## config.mk

```make
export PLATFORM = sky130hd
export DESIGN_NAME = cst_cordic_stage_flat
export DESIGN_NICKNAME = d
export VERILOG_FILES = /design/src/rtl/core/cst_pkg.sv /design/src/rtl/core/cst_if.sv /design/src/rtl/core/cst_cordic_stage.sv /design/src/flat_wrapper.sv
export SDC_FILE = /design/constraint.sdc
export NUM_CORES = 1
export LEC_CHECK = 0
export BUFFER_PORTS_ARGS = -buffer_cell sky130_fd_sc_hd__buf_2
export CAP_MARGIN = 20
export CORE_UTILIZATION = 55
export DETAILED_ROUTE_END_ITERATION = 8
export PLACE_DENSITY = 0.82
export SLEW_MARGIN = 40
export SYNTH_ARGS = -nofsm -noshare
export SYNTH_HDL_FRONTEND = slang
export SYNTH_SLANG_ARGS = --single-unit
```

## constraint.sdc

```tcl
create_clock -name clk -period 15.97 [get_ports clk]
set_clock_uncertainty 0.15 [all_clocks]
set_input_delay 1.597 -clock clk [delete_from_list [all_inputs] [get_ports clk]]
set_output_delay 1.597 -clock clk [all_outputs]
set_load 0.005 [all_outputs]
```

## src/rtl/core/cst_pkg.sv

```systemverilog
// Shared types, constants and the arctangent table of the circle sector fan generator.
package cst_pkg;

  localparam int PHASE_BITS_DEF = 16;
  localparam int CORDIC_ITERS   = 16;
  localparam int CW             = 34;   // CORDIC datapath width, Q2.30 plus guard bits
  localparam int IDX_W          = 10;
  localparam int COORD_W        = 16;
  localparam int RADIUS_W       = 15;
  localparam int STEP_W         = 16;
  localparam int COUNT_W        = 11;
  localparam int CFG_IDX_W      = 3;
  localparam int CFG_DATA_W     = 16;
  localparam int PROD_W         = IDX_W + STEP_W;

  localparam logic signed [CW-1:0] CORDIC_X0 = 34'sh026DD3B6A;

  localparam logic [STEP_W-1:0]  ARC_STEP_RST      = 16'd8192;
  localparam logic [COUNT_W-1:0] SEGMENT_COUNT_RST = 11'd8;

  typedef enum logic [CFG_IDX_W-1:0] {
    CFG_CENTER_X      = 3'd0,
    CFG_CENTER_Y      = 3'd1,
    CFG_CIRCLE_RADIUS = 3'd2,
    CFG_START_PHASE   = 3'd3,
    CFG_ARC_STEP      = 3'd4,
    CFG_SEGMENT_COUNT = 3'd5
  } cst_cfg_idx_t;

  typedef struct packed {
    logic signed [COORD_W-1:0] center_x;
    logic signed [COORD_W-1:0] center_y;
    logic [RADIUS_W-1:0]       circle_radius;
    logic [STEP_W-1:0]         start_phase;
    logic [STEP_W-1:0]         arc_step;
    logic [COUNT_W-1:0]        segment_count;
  } cst_cfg_t;

  typedef struct packed {
    logic [IDX_W-1:0] segment_index;
  } cst_in_t;

  typedef struct packed {
    logic signed [COORD_W-1:0] apex_x;
    logic signed [COORD_W-1:0] apex_y;
    logic signed [COORD_W-1:0] rim_a_x;
    logic signed [COORD_W-1:0] rim_a_y;
    logic signed [COORD_W-1:0] rim_b_x;
    logic signed [COORD_W-1:0] rim_b_y;
    logic                      last_segment;
  } cst_out_t;

  typedef struct packed {
    logic signed [CW-1:0] x;
    logic signed [CW-1:0] y;
    logic signed [CW-1:0] z;
  } cst_lane_t;

  typedef struct packed {
    cst_lane_t a;
    cst_lane_t b;
    logic      neg_a;
    logic      neg_b;
    logic      last;
  } cst_link_t;

  function automatic logic signed [CW-1:0] cst_atan(input logic [3:0] i);
    logic signed [CW-1:0] v;
    case (i)
      4'd0:    v = 34'sh020000000;
      4'd1:    v = 34'sh012E4051E;
      4'd2:    v = 34'sh009FB385B;
      4'd3:    v = 34'sh0051111D4;
      4'd4:    v = 34'sh0028B0D43;
      4'd5:    v = 34'sh00145D7E1;
      4'd6:    v = 34'sh000A2F61E;
      4'd7:    v = 34'sh000517C55;
      4'd8:    v = 34'sh00028BE53;
      4'd9:    v = 34'sh000145F2F;
      4'd10:   v = 34'sh0000A2F98;
      4'd11:   v = 34'sh0000517CC;
      4'd12:   v = 34'sh000028BE6;
      4'd13:   v = 34'sh0000145F3;
      4'd14:   v = 34'sh00000A2FA;
      4'd15:   v = 34'sh00000517D;
      default: v = '0;
    endcase
    return v;
  endfunction

endpackage

```

## src/rtl/core/cst_if.sv

```systemverilog


interface cst_link_if;
  logic               valid;
  logic               ready;
  cst_pkg::cst_link_t data;
  modport source (output valid, output data, input ready);
  modport sink   (input valid, input data, output ready);
endinterface


```

## src/rtl/core/cst_cordic_stage.sv

```systemverilog
// One CORDIC rotation step on both rim lanes, one register stage.
module cst_cordic_stage #(
  parameter int ITER = 0
) (
  input  logic       clk,
  input  logic       rst_n,
  cst_link_if.sink   up,
  cst_link_if.source dn
);

  localparam logic signed [cst_pkg::CW-1:0] ATAN = cst_pkg::cst_atan(4'(ITER));

  logic               v_r;
  cst_pkg::cst_link_t d_r, d_nxt;
  logic               adv;

  function automatic cst_pkg::cst_lane_t rotate(input cst_pkg::cst_lane_t l);
    cst_pkg::cst_lane_t o;
    logic signed [cst_pkg::CW-1:0] xs, ys;
    xs = l.x >>> ITER;
    ys = l.y >>> ITER;
    if (!l.z[cst_pkg::CW-1]) begin
      o.x = l.x - ys;
      o.y = l.y + xs;
      o.z = l.z - ATAN;
    end else begin
      o.x = l.x + ys;
      o.y = l.y - xs;
      o.z = l.z + ATAN;
    end
    return o;
  endfunction

  assign adv      = !v_r || dn.ready;
  assign up.ready = adv;
  assign dn.valid = v_r;
  assign dn.data  = d_r;

  always_comb begin
    d_nxt       = up.data;
    d_nxt.a     = rotate(up.data.a);
    d_nxt.b     = rotate(up.data.b);
  end

  always_ff @(posedge clk) begin
    if (!rst_n) begin
      v_r <= 1'b0;
    end else if (adv) begin
      v_r <= up.valid;
    end
  end

  always_ff @(posedge clk) begin
    if (adv && up.valid) d_r <= d_nxt;
  end

endmodule

```

## src/flat_wrapper.sv

```systemverilog
// flat-port wrapper written by rule: the top's interface ports become plain ports
module cst_cordic_stage_flat 
#(
  parameter int ITER = 0
)
  (clk, rst_n, up_valid, up_data, up_ready, dn_valid, dn_data, dn_ready);
  cst_link_if up_i ();
  cst_link_if dn_i ();
  input  logic clk;
  input  logic rst_n;
  input wire logic [$bits(up_i.valid)-1:0] up_valid;
  input wire logic [$bits(up_i.data)-1:0] up_data;
  output wire logic [$bits(up_i.ready)-1:0] up_ready;
  output wire logic [$bits(dn_i.valid)-1:0] dn_valid;
  output wire logic [$bits(dn_i.data)-1:0] dn_data;
  input wire logic [$bits(dn_i.ready)-1:0] dn_ready;
  assign up_i.valid = up_valid;
  assign up_i.data = up_data;
  assign up_ready = up_i.ready;
  assign dn_valid = dn_i.valid;
  assign dn_data = dn_i.data;
  assign dn_i.ready = dn_ready;
  cst_cordic_stage #(.ITER(ITER)) u_core (.clk(clk), .rst_n(rst_n), .up(up_i), .dn(dn_i));
endmodule
```

==> reports/results.txt <==
status = complete, no violations
slowest cell on the critical path = o31ai_1
H-Tree Level Count = 1
Worst Hold Class = flip-flop to flip-flop
CP startpoint kind = primary input
Yosys cell types = 91
worst-path maximum fanout = 4
starting density of the core = 56.13%
commonest non-fill, non-tap cell in the layout = buf_2
FMAX = 210.3 MHz
largest family of logic cells by synthesized area = compound AO/OA/AOI/OAI gates
syn_nets = 2410
Post-DP Area = 20080 um^2
Max Cap Viol = 0
vias = 16.96k
die footprint = 33090 um^2
relative slew slack = 44.53%
Post-Layout Cell Count = 2778
Num CTS Buffers = 24
Pwr Total = 1.834 mW
worst setup margin = 11.22 ns
WP data required = 16.09 ns
clock-pin transition on the worst setup and hold timing paths = 0.06 ns
CP Class = primary input to flip-flop
Post-Syn Instances = 1987
global-route wire length before repair = 89090 um
Layout fillers = 2674
DRC = 0
wl on met1 = 23790 um
top sig layer = met4
Fin. Hold Viols = 0
drt first pass iters = 6
post-route ant nets = 0
DR WL/cell = 21.00 um
XOR/XNOR Fraction of Synth Area = 6.593%
worst-margin pin slew = 0.8321 ns
initial antenna violation count = 6
All-Layer GR Usage = 34.32%
register area share after synthesis = 34.69%
I/O pins = 420
worst vdd ir = 0.0001099 V
LEAKAGE = 9.319 nW
period utilization = 29.77%
Synth Flop Type = edfxtp_1
largest net degree at the start of global routing = 98
total grt overflow = 0
share of cells above drive strength 1 = 21.19%
Port Buffers = 419
RSZ-0062 raised after global routing = false
critical path cell sequence = buf_2 -> inv_1 -> ha_1 -> fa_1 -> nor2b_1 -> o2111ai_1 -> nand3_1 -> a311oi_2 -> o31ai_1 -> a2111oi_2 -> nor3_1 -> a211oi_1 -> nor2_1 -> xnor2_1
number of synthesized flops with an enable pin = 205
RePlAce Congestion = 0.9589
final setup fails = 0
fin nets = 2775
WL met2 = 27250 um
Slowest Stage Delay on Critical Path = 0.66 ns
min cycle time layout = 4.755 ns
most frequent cells in the layout = 419 x buf_2, 259 x a21oi_1, 205 x edfxtp_1
area of the core = 31720 um^2
syn_area_per_cell = 8.959 um^2
Post-CTS Resized = 0
WP data arrival = 4.87 ns
worst slack, placed = 10.79 ns
Routed met3 length = 5320 um
multiplexer share of the synthesized area = 1.406%
CP endpoint kind = flip-flop
Sink Count = 206
root buffer cell = clkbuf_16
CTS Hold Bufs = 0
Post-Synth Adder-Cell Area = 15.24%
Post-CTS Setup Bufs = 0
dpl hpwl = 45700 um
WL final = 58340 um
Via density = 6.103
PD cells = 87.97 nW/um^2
Post-Synth Simple-Gate Area = 12.17%
DR iter-0 viols = 2000
Yosys reg bits = 206
final instance area = 20840 um^2
area delta synth->final = 17.08%
die height = 181.9 um
Longest Clk Path Bufs = 3
vias in the first global route = 16.21k
Compound-Gate Fraction of Synth Area = 23.28%
setup tns final = 0 ns
ys async rst share = 0%
CTS tree = done
Slew Viols, Final = 0
Synth Cell Area = 17800 um^2
Die Wd = 181.9 um
clk_lat worst skew = 0.54 ns
Ys Warns = 0
post-placement cell count = 2727
# rows = 65
==> sequential cells by signal, indices dropped and copies added (netlist names) <==
register / count
u_core.dn.data: 205
u_core.dn.valid: 1
==> worst max-delay path: cells and delay by family <==
kind / cells / cell delay [ns]
compound gates: 5 / 1.32
simple gates: 4 / 1.08
fa+ha+maj: 2 / 0.63
buf+inv: 2 / 0.14
xor+xnor: 1 / 0.09
==> layout make-up <==
class / count / area, um^2 / share of cell area, %
clock buffers: 30 / 623.1 / 2.990
repair buffers: 427 / 2181 / 10.46
flip-flops and latches: 206 / 6176 / 29.63
clock inverters: 13 / 97.59 / 0.4682
diodes: 7 / 17.52 / 0.08404
inverters: 212 / 795.8 / 3.818
well taps: 402 / 503.0 / 2.413
multi-input cells: 1481 / 10450 / 50.13
==> synth_stat cells, types with 5 or more instances <==
cell type	instances	share of area, %
a2111oi_0	7	0.34
a211oi_1	20	0.84
a21o_1	32	1.3
a21oi_1	259	7.3
a221o_1	7	0.39
a221oi_1	7	0.34
a31oi_1	18	0.63
and2_1	7	0.25
and3_1	10	0.35
buf_1	10	0.21
buf_2	19	0.53
clkbuf_1	53	1.1
clkinv_1	8	0.17
edfxtp_1	205	35
fa_1	8	0.90
ha_1	204	14
inv_1	203	4.3
mux2i_1	25	1.4
nand2_1	97	2.0
nand2b_1	21	0.74
nand3_1	20	0.56
nand4_1	15	0.53
nor2_1	173	3.6
nor2b_1	27	0.95
nor3_1	43	1.2
nor4_1	9	0.32
o211ai_1	12	0.51
o21a_1	8	0.34
o21ai_0	125	3.5
o21ai_1	6	0.17
o21bai_1	60	2.5
o221ai_1	5	0.25
o31ai_1	15	0.63
or2_2	7	0.25
or3_1	9	0.32
xnor2_1	110	5.4
xor2_1	24	1.2
==> report_power, final <==
part,leakage [nW],internal (mW),switching (mW)
clock network,0.348,0.280,0.231
logic,6.98,0.236,0.384
registers,1.99,0.683,0.0197
total,9.32,1.20,0.635
==> layer usage <==
| metal | global-route usage (%) | vias up |
|---|---|---|
| met2 | 57.26 | 996 |
| met4 | 11.83 | 0 |
| met3 | 6.498 | 147 |
| li1 | - | 7824 |
| met1 | 44.60 | 7988 |
| met5 | 0 | - |
==> per-stage QoR <==
step,utilization [%],hold WS [ns]
after floorplan,-,0.3866
after global placement,63.29,0.3729
after detailed placement,63.31,0.3863
after CTS,65.58,0.3943
after global routing,65.70,0.4417
final,65.71,0.3950
==> cell families (layout without fill, tap and decap cells) <==
logic type,after synthesis,after routing
compound gates,653,653
simple gates,457,457
buf+inv,300,682
fa+ha+maj,212,212
flops,206,206
xor+xnor,134,134
mux,25,25
other cells,0,7
==> worst paths after layout <==
check	start	end	slack [ns]	cells after the start
setup reg to reg	u_core.dn.valid	u_core.dn.data[48]	12.87	5
hold reg to reg	u_core.dn.valid	u_core.dn.valid	0.39	2
setup / recovery	up_data[139]	u_core.dn.data[165]	11.22	14
hold / removal	u_core.dn.valid	u_core.dn.valid	0.39	2
Power figures use the tool's default switching activity.
