File: src/rtl/core/cst_pkg.sv
// Shared types, constants and the arctangent table of the circle sector fan generator.
package cst_pkg;

  localparam int PHASE_BITS_DEF = 16;
  localparam int CORDIC_ITERS   = 16;
  localparam int CW             = 34;   // CORDIC datapath width, Q2.30 plus guard bits
  localparam int IDX_W          = 10;
  localparam int COORD_W        = 16;
  localparam int RADIUS_W       = 15;
  localparam int STEP_W         = 16;
  localparam int COUNT_W        = 11;
  localparam int CFG_IDX_W      = 3;
  localparam int CFG_DATA_W     = 16;
  localparam int PROD_W         = IDX_W + STEP_W;

  localparam logic signed [CW-1:0] CORDIC_X0 = 34'sh026DD3B6A;

  localparam logic [STEP_W-1:0]  ARC_STEP_RST      = 16'd8192;
  localparam logic [COUNT_W-1:0] SEGMENT_COUNT_RST = 11'd8;

  typedef enum logic [CFG_IDX_W-1:0] {
    CFG_CENTER_X      = 3'd0,
    CFG_CENTER_Y      = 3'd1,
    CFG_CIRCLE_RADIUS = 3'd2,
    CFG_START_PHASE   = 3'd3,
    CFG_ARC_STEP      = 3'd4,
    CFG_SEGMENT_COUNT = 3'd5
  } cst_cfg_idx_t;

  typedef struct packed {
    logic signed [COORD_W-1:0] center_x;
    logic signed [COORD_W-1:0] center_y;
    logic [RADIUS_W-1:0]       circle_radius;
    logic [STEP_W-1:0]         start_phase;
    logic [STEP_W-1:0]         arc_step;
    logic [COUNT_W-1:0]        segment_count;
  } cst_cfg_t;

  typedef struct packed {
    logic [IDX_W-1:0] segment_index;
  } cst_in_t;

  typedef struct packed {
    logic signed [COORD_W-1:0] apex_x;
    logic signed [COORD_W-1:0] apex_y;
    logic signed [COORD_W-1:0] rim_a_x;
    logic signed [COORD_W-1:0] rim_a_y;
    logic signed [COORD_W-1:0] rim_b_x;
    logic signed [COORD_W-1:0] rim_b_y;
    logic                      last_segment;
  } cst_out_t;

  typedef struct packed {
    logic signed [CW-1:0] x;
    logic signed [CW-1:0] y;
    logic signed [CW-1:0] z;
  } cst_lane_t;

  typedef struct packed {
    cst_lane_t a;
    cst_lane_t b;
    logic      neg_a;
    logic      neg_b;
    logic      last;
  } cst_link_t;

  function automatic logic signed [CW-1:0] cst_atan(input logic [3:0] i);
    logic signed [CW-1:0] v;
    case (i)
      4'd0:    v = 34'sh020000000;
      4'd1:    v = 34'sh012E4051E;
      4'd2:    v = 34'sh009FB385B;
      4'd3:    v = 34'sh0051111D4;
      4'd4:    v = 34'sh0028B0D43;
      4'd5:    v = 34'sh00145D7E1;
      4'd6:    v = 34'sh000A2F61E;
      4'd7:    v = 34'sh000517C55;
      4'd8:    v = 34'sh00028BE53;
      4'd9:    v = 34'sh000145F2F;
      4'd10:   v = 34'sh0000A2F98;
      4'd11:   v = 34'sh0000517CC;
      4'd12:   v = 34'sh000028BE6;
      4'd13:   v = 34'sh0000145F3;
      4'd14:   v = 34'sh00000A2FA;
      4'd15:   v = 34'sh00000517D;
      default: v = '0;
    endcase
    return v;
  endfunction

endpackage

File: src/rtl/core/cst_if.sv


interface cst_link_if;
  logic               valid;
  logic               ready;
  cst_pkg::cst_link_t data;
  modport source (output valid, output data, input ready);
  modport sink   (input valid, input data, output ready);
endinterface

interface cst_out_if;
  logic              valid;
  logic              ready;
  cst_pkg::cst_out_t data;
  modport source (output valid, output data, input ready);
  modport sink   (input valid, input data, output ready);
endinterface

File: src/rtl/core/cst_rim.sv
// Back end: round CORDIC outputs to Q1.15, scale by radius, add center and saturate.
module cst_rim (
  input  logic              clk,
  input  logic              rst_n,
  input  cst_pkg::cst_cfg_t cfg,
  cst_link_if.sink          up,
  cst_out_if.source         dn
);

  typedef struct packed {
    logic signed [15:0] c_a;
    logic signed [15:0] s_a;
    logic signed [15:0] c_b;
    logic signed [15:0] s_b;
    logic               last;
  } trig_t;

  typedef struct packed {
    logic signed [31:0] p_ax;
    logic signed [31:0] p_ay;
    logic signed [31:0] p_bx;
    logic signed [31:0] p_by;
    logic               last;
  } prod_t;

  logic              v1_r, v2_r, v3_r;
  trig_t             d1_r, d1_nxt;
  prod_t             d2_r, d2_nxt;
  cst_pkg::cst_out_t d3_r, d3_nxt;
  logic              adv1, adv2, adv3;
  logic signed [31:0] rad_s;

  function automatic logic signed [15:0] trig_round(input logic signed [cst_pkg::CW-1:0] v,
                                                     input logic neg);
    logic signed [cst_pkg::CW:0] n;
    logic signed [cst_pkg::CW:0] t;
    logic signed [19:0]          q;
    logic signed [15:0]          r;
    n = neg ? -(($bits(n))'(v)) : ($bits(n))'(v);
    t = n + 35'sd16384;
    q = 20'(t >>> 15);
    if (q > 20'sd32767)       r = 16'sd32767;
    else if (q < -20'sd32767) r = -16'sd32767;
    else                      r = 16'(q);
    return r;
  endfunction

  function automatic logic signed [15:0] rim_sat(input logic signed [31:0] p,
                                                  input logic signed [15:0] ctr);
    logic signed [32:0] t;
    logic signed [18:0] s;
    logic signed [15:0] r;
    t = 33'(p) + 33'sd16384;
    s = 19'(t >>> 15) + 19'(ctr);
    if (s > 19'sd32767)       r = 16'sh7FFF;
    else if (s < -19'sd32768) r = 16'sh8000;
    else                      r = 16'(s);
    return r;
  endfunction

  assign adv3     = !v3_r || dn.ready;
  assign adv2     = !v2_r || adv3;
  assign adv1     = !v1_r || adv2;
  assign up.ready = adv1;
  assign dn.valid = v3_r;
  assign dn.data  = d3_r;

  assign rad_s = 32'($signed({1'b0, cfg.circle_radius}));

  always_comb begin
    d1_nxt.c_a  = trig_round(up.data.a.x, up.data.neg_a);
    d1_nxt.s_a  = trig_round(up.data.a.y, up.data.neg_a);
    d1_nxt.c_b  = trig_round(up.data.b.x, up.data.neg_b);
    d1_nxt.s_b  = trig_round(up.data.b.y, up.data.neg_b);
    d1_nxt.last = up.data.last;
  end

  always_comb begin
    d2_nxt.p_ax = rad_s * 32'(d1_r.c_a);
    d2_nxt.p_ay = rad_s * 32'(d1_r.s_a);
    d2_nxt.p_bx = rad_s * 32'(d1_r.c_b);
    d2_nxt.p_by = rad_s * 32'(d1_r.s_b);
    d2_nxt.last = d1_r.last;
  end

  always_comb begin
    d3_nxt.apex_x       = cfg.center_x;
    d3_nxt.apex_y       = cfg.center_y;
    d3_nxt.rim_a_x      = rim_sat(d2_r.p_ax, cfg.center_x);
    d3_nxt.rim_a_y      = rim_sat(d2_r.p_ay, cfg.center_y);
    d3_nxt.rim_b_x      = rim_sat(d2_r.p_bx, cfg.center_x);
    d3_nxt.rim_b_y      = rim_sat(d2_r.p_by, cfg.center_y);
    d3_nxt.last_segment = d2_r.last;
  end

  always_ff @(posedge clk) begin
    if (!rst_n) begin
      v1_r <= 1'b0;
      v2_r <= 1'b0;
      v3_r <= 1'b0;
    end else begin
      if (adv1) v1_r <= up.valid;
      if (adv2) v2_r <= v1_r;
      if (adv3) v3_r <= v2_r;
    end
  end

  always_ff @(posedge clk) begin
    if (adv1 && up.valid) d1_r <= d1_nxt;
    if (adv2 && v1_r)     d2_r <= d2_nxt;
    if (adv3 && v2_r)     d3_r <= d3_nxt;
  end

endmodule

File: src/flat_wrapper.sv
// flat-port wrapper written by rule: the top's interface ports become plain ports
module cst_rim_flat 
  (clk, rst_n, cfg, up_valid, up_data, up_ready, dn_valid, dn_data, dn_ready);
  cst_link_if up_i ();
  cst_out_if dn_i ();
  input  logic clk;
  input  logic rst_n;
  input  cst_pkg::cst_cfg_t cfg;
  input wire logic [$bits(up_i.valid)-1:0] up_valid;
  input wire logic [$bits(up_i.data)-1:0] up_data;
  output wire logic [$bits(up_i.ready)-1:0] up_ready;
  output wire logic [$bits(dn_i.valid)-1:0] dn_valid;
  output wire logic [$bits(dn_i.data)-1:0] dn_data;
  input wire logic [$bits(dn_i.ready)-1:0] dn_ready;
  assign up_i.valid = up_valid;
  assign up_i.data = up_data;
  assign up_ready = up_i.ready;
  assign dn_valid = dn_i.valid;
  assign dn_data = dn_i.data;
  assign dn_i.ready = dn_ready;
  cst_rim u_core (.clk(clk), .rst_n(rst_n), .cfg(cfg), .up(up_i), .dn(dn_i));
endmodule
File: config.mk
export PLATFORM = sky130hd
export DESIGN_NAME = cst_rim_flat
export DESIGN_NICKNAME = d
export VERILOG_FILES = /design/src/rtl/core/cst_pkg.sv /design/src/rtl/core/cst_if.sv /design/src/rtl/core/cst_rim.sv /design/src/flat_wrapper.sv
export SDC_FILE = /design/constraint.sdc
export NUM_CORES = 2
export LEC_CHECK = 0
export BUFFER_PORTS_ARGS = -buffer_cell sky130_fd_sc_hd__buf_2
export CAP_MARGIN = 20
export CORE_MARGIN = 4
export CORE_UTILIZATION = 55
export CTS_BUF_LIST = sky130_fd_sc_hd__clkbuf_8 sky130_fd_sc_hd__clkbuf_16
export DETAILED_ROUTE_END_ITERATION = 6
export PLACE_DENSITY = 0.74
export REMOVE_ABC_BUFFERS = 1
export SLEW_MARGIN = 15
export SYNTH_ARGS = -nofsm -noshare
export SYNTH_HDL_FRONTEND = slang
export SYNTH_SLANG_ARGS = --single-unit
export TNS_END_PERCENT = 100
File: constraint.sdc
create_clock -name clk -period 9.5 [get_ports clk]
set_clock_uncertainty 0.15 [all_clocks]
set_input_delay 0 -clock clk [delete_from_list [all_inputs] [get_ports clk]]
set_output_delay 0 -clock clk [all_outputs]
set_load 0.005 [all_outputs]
==> flow_metrics.py <==
metrics = {
    "run_status": {
        "outcome": "completed",
    },
    "setup_path": {
        "endpoint_kind": "flip-flop",
        "r2r_start": "u_core.d1_r[10]",
        "path_common_cell": "fa_1",
        "reg2regPathDepth": 21,
        "worstPathArrival_ps": 8120,
        "cp_cell_sequence": "nand2_1 -> fa_1 -> inv_1 -> fa_1 -> inv_1 -> fa_1 -> inv_1 -> fa_1 -> fa_1 -> inv_1 -> fa_1 -> inv_1 -> ha_1 -> a211o_1 -> a2111oi_0 -> o21ai_0 -> a2111oi_0 -> nor3_1 -> o31ai_1 -> o21bai_1 -> xor2_1",
        "crit_required_ps": 9700,
        "r2r_end": "u_core.d2_r[31]",
        "cp_max_fo": 15,
        "crit_type": "flip-flop to flip-flop",
        "startpoint": "u_core.d1_r[10]",
        "max_stage_delay_ps": 680,
        "cpMaxStageDelayCell": "edfxtp_1",
        "reg2reg_slack_ps": 1580,
        "crit_path_end": "u_core.d2_r[31]",
        "crit_path_start_kind": "flip-flop",
    },
    "yosys": {
        "yosysWarnings": 0,
        "synthFlopType": "edfxtp_1",
        "yosysUniqueCellTypes": 97,
        "synth_top_area_share_pct": 29.0,
        "synth_edf_count": 235,
        "synth.ff_latch_count": 238,
        "syn-cell-area_mm2": 0.0498,
        "ys_seq_area_share_pct": 14.3,
        "avgSynthCellArea_um2": 9.00,
        "synthTopCellsByArea": "fa_1 (29%), edfxtp_1 (14%), ha_1 (14%)",
        "synth_area_leader_cell": "fa_1",
        "ys_async_sr_fraction_pct": 0,
        "synthCells": 5530,
    },
    "sta": {
        "tns_ps": 0,
        "worst_slack_ps": 1580,
        "fmax_mhz": 126,
        "finalHoldViolCount": 0,
        "worstMarginPinSlew_ps": 1090,
        "slew_violations": 0,
        "finalSetupViolCount": 0,
        "rsz0062_at_grt": "no",
        "fin_crit_ps": 7920,
        "fin_crit_sh_pct": 83.4,
        "slew_headroom_pct": 27.5,
    },
    "layout": {
        "utilization_pct": 60.4,
        "mostFrequentLayoutCell": "inv_1",
        "antenna_cells": 0,
        "layout_common_cells": "inv_1 (947), fa_1 (720), nand2_1 (611)",
        "fin_cells": 6949,
        "area_growth_pct": 9.04,
        "drive_above_1_share_pct": 7.83,
        "nets": 7324,
    },
    "detailed_routing": {
        "post_drt_wl_per_cell_um": 18.0,
        "dr.pass1.iters": 6,
        "vias_per_cell": 5.66,
        "drt_iter0_drc": 2901,
        "wl_um": 125000,
        "drcViolationCount": 0,
        "antenna_left": 0,
        "vias": 39300,
    },
    "global_routing": {
        "grtUsageTotal_pct": 26.7,
        "grt_max_degree": 98,
        "grt_pass1_wl_um": 208000,
        "antenna_found_initial": 1,
        "overflow": 0,
        "grt_pass1_vias": 40700,
    },
    "placement": {
        "place_ws_ps": 1280,
        "placedCellCount": 6779,
        "gp_congestion": 0.911,
        "post-dp-hpwl_um": 97500,
        "port_buffers": 288,
    },
    "min_path": {
        "worstHoldStart": "up_data[69]",
        "hp-class": "input pin to flip-flop",
    },
    "floorplan": {
        "num_rows": 110,
        "die_w_um": 309,
        "io_pins": 400,
        "die_y_um": 309,
        "die_area_mm2": 0.0953,
        "start_util_pct": 55.4,
        "coreArea_mm2": 0.0899,
    },
    "clock_network": {
        "numCtsBuffers": 29,
        "cts_tree": "built",
        "path_clk_slew_ps": 60,
        "worstSkewPairLatency_ps": 610,
        "cts_setup_buffers": 0,
        "clk_path_buf_depth": 3,
        "htreeDepth": 1,
        "cts_sinks": 238,
        "cts_root_buf": "clkbuf_16",
    },
    "job": {
        "max-cap-violations": 0,
    },
}
-- sequential cells by signal (all words and copies together), names as in the netlist --
| name | count |
|---|---|
| u_core.dn.data | 97 |
| u_core.d2_r | 73 |
| u_core.d1_r | 65 |
| u_core.dn.valid | 1 |
| u_core.v1_r | 1 |
| u_core.v2_r | 1 |
-- cell families (layout without fill, tap and decap cells) --
kind of cell,Yosys count,in the layout,share of synthesized area [%]
AO/OA/AOI/OAI,702,702,9.58
XOR/XNOR,289,289,5.09
adder cells (fa/ha/maj),1273,1273,42.9
buffers and inverters,1204,1447,9.12
flip-flops,238,238,14.3
multiplexers,18,18,0.400
AND/OR/NAND/NOR,1806,1806,18.6
-- critical path, delay by kind of cell (launching register included) --
family	cells	cell delay, ps
AO/OA/AOI/OAI	6	2580
flip-flops	1	680
adder cells (fa/ha/maj)	7	3480
AND/OR/NAND/NOR	2	350
XOR/XNOR	1	160
buffers and inverters	5	260
-- worst min-delay path by stage --
stage	cells after the start	to	slack [ps]
2_1_floorplan	0	u_core.d1_r[0]	-50
3_3_place_gp	1	u_core.d1_r[0]	30
3_5_place_dp	1	u_core.d1_r[0]	30
4_1_cts	2	u_core.dn.data[65]	6
5_1_grt	2	u_core.dn.data[65]	30
6_report	5	u_core.d1_r[12]	40
-- synthesized netlist by cell type, types with 38 or more instances --
master    count
a21o_1       64
a21oi_1     123
and2_1      463
clkbuf_1    225
edfxtp_1    235
fa_1        720
ha_1        552
inv_1       945
nand2_1     611
nand2b_1     60
nand3_1     103
nand4_1      49
nor2_1      185
nor2b_1      69
nor3_1       77
o21a_1       38
o21ai_0     150
or3_1        40
xnor2_1     184
xor2_1      105
-- routing by layer --
metal  up-vias  share of wire, %  GRT usage, %
met5         -             0.010             0
li1      18400                 -             -
met3       226               7.2          3.66
met1     19300                43          36.2
met2      1404                47          45.5
met4         2               2.8          7.17
-- timing repair --
item / in CTS / in global routing
hold buffers: 116 / 0
resized for setup: 0 / 0
endpoints found under the hold margin: 142 / 0
-- final cells by class --
class / instances / area, um^2
clock buffers: 32 / 767
clock inverters: 21 / 240
fillers: 7574 / 35600
inverters: 945 / 3550
multi-input cells: 4088 / 38100
flip-flops and latches: 238 / 7120
well taps: 1176 / 1470
repair buffers: 449 / 2970
-- metrics by stage --
stage,instance area [um^2],hold slack (ps)
final,54300,37.0
after global routing,54300,28.5
after CTS,54200,6.13
after detailed placement,52100,29.0
after global placement,52100,28.0
after floorplan,48800,-51.1
Power is not shown: default switching activity piles up to over one toggle a cycle in this logic, so the estimate is an artifact.
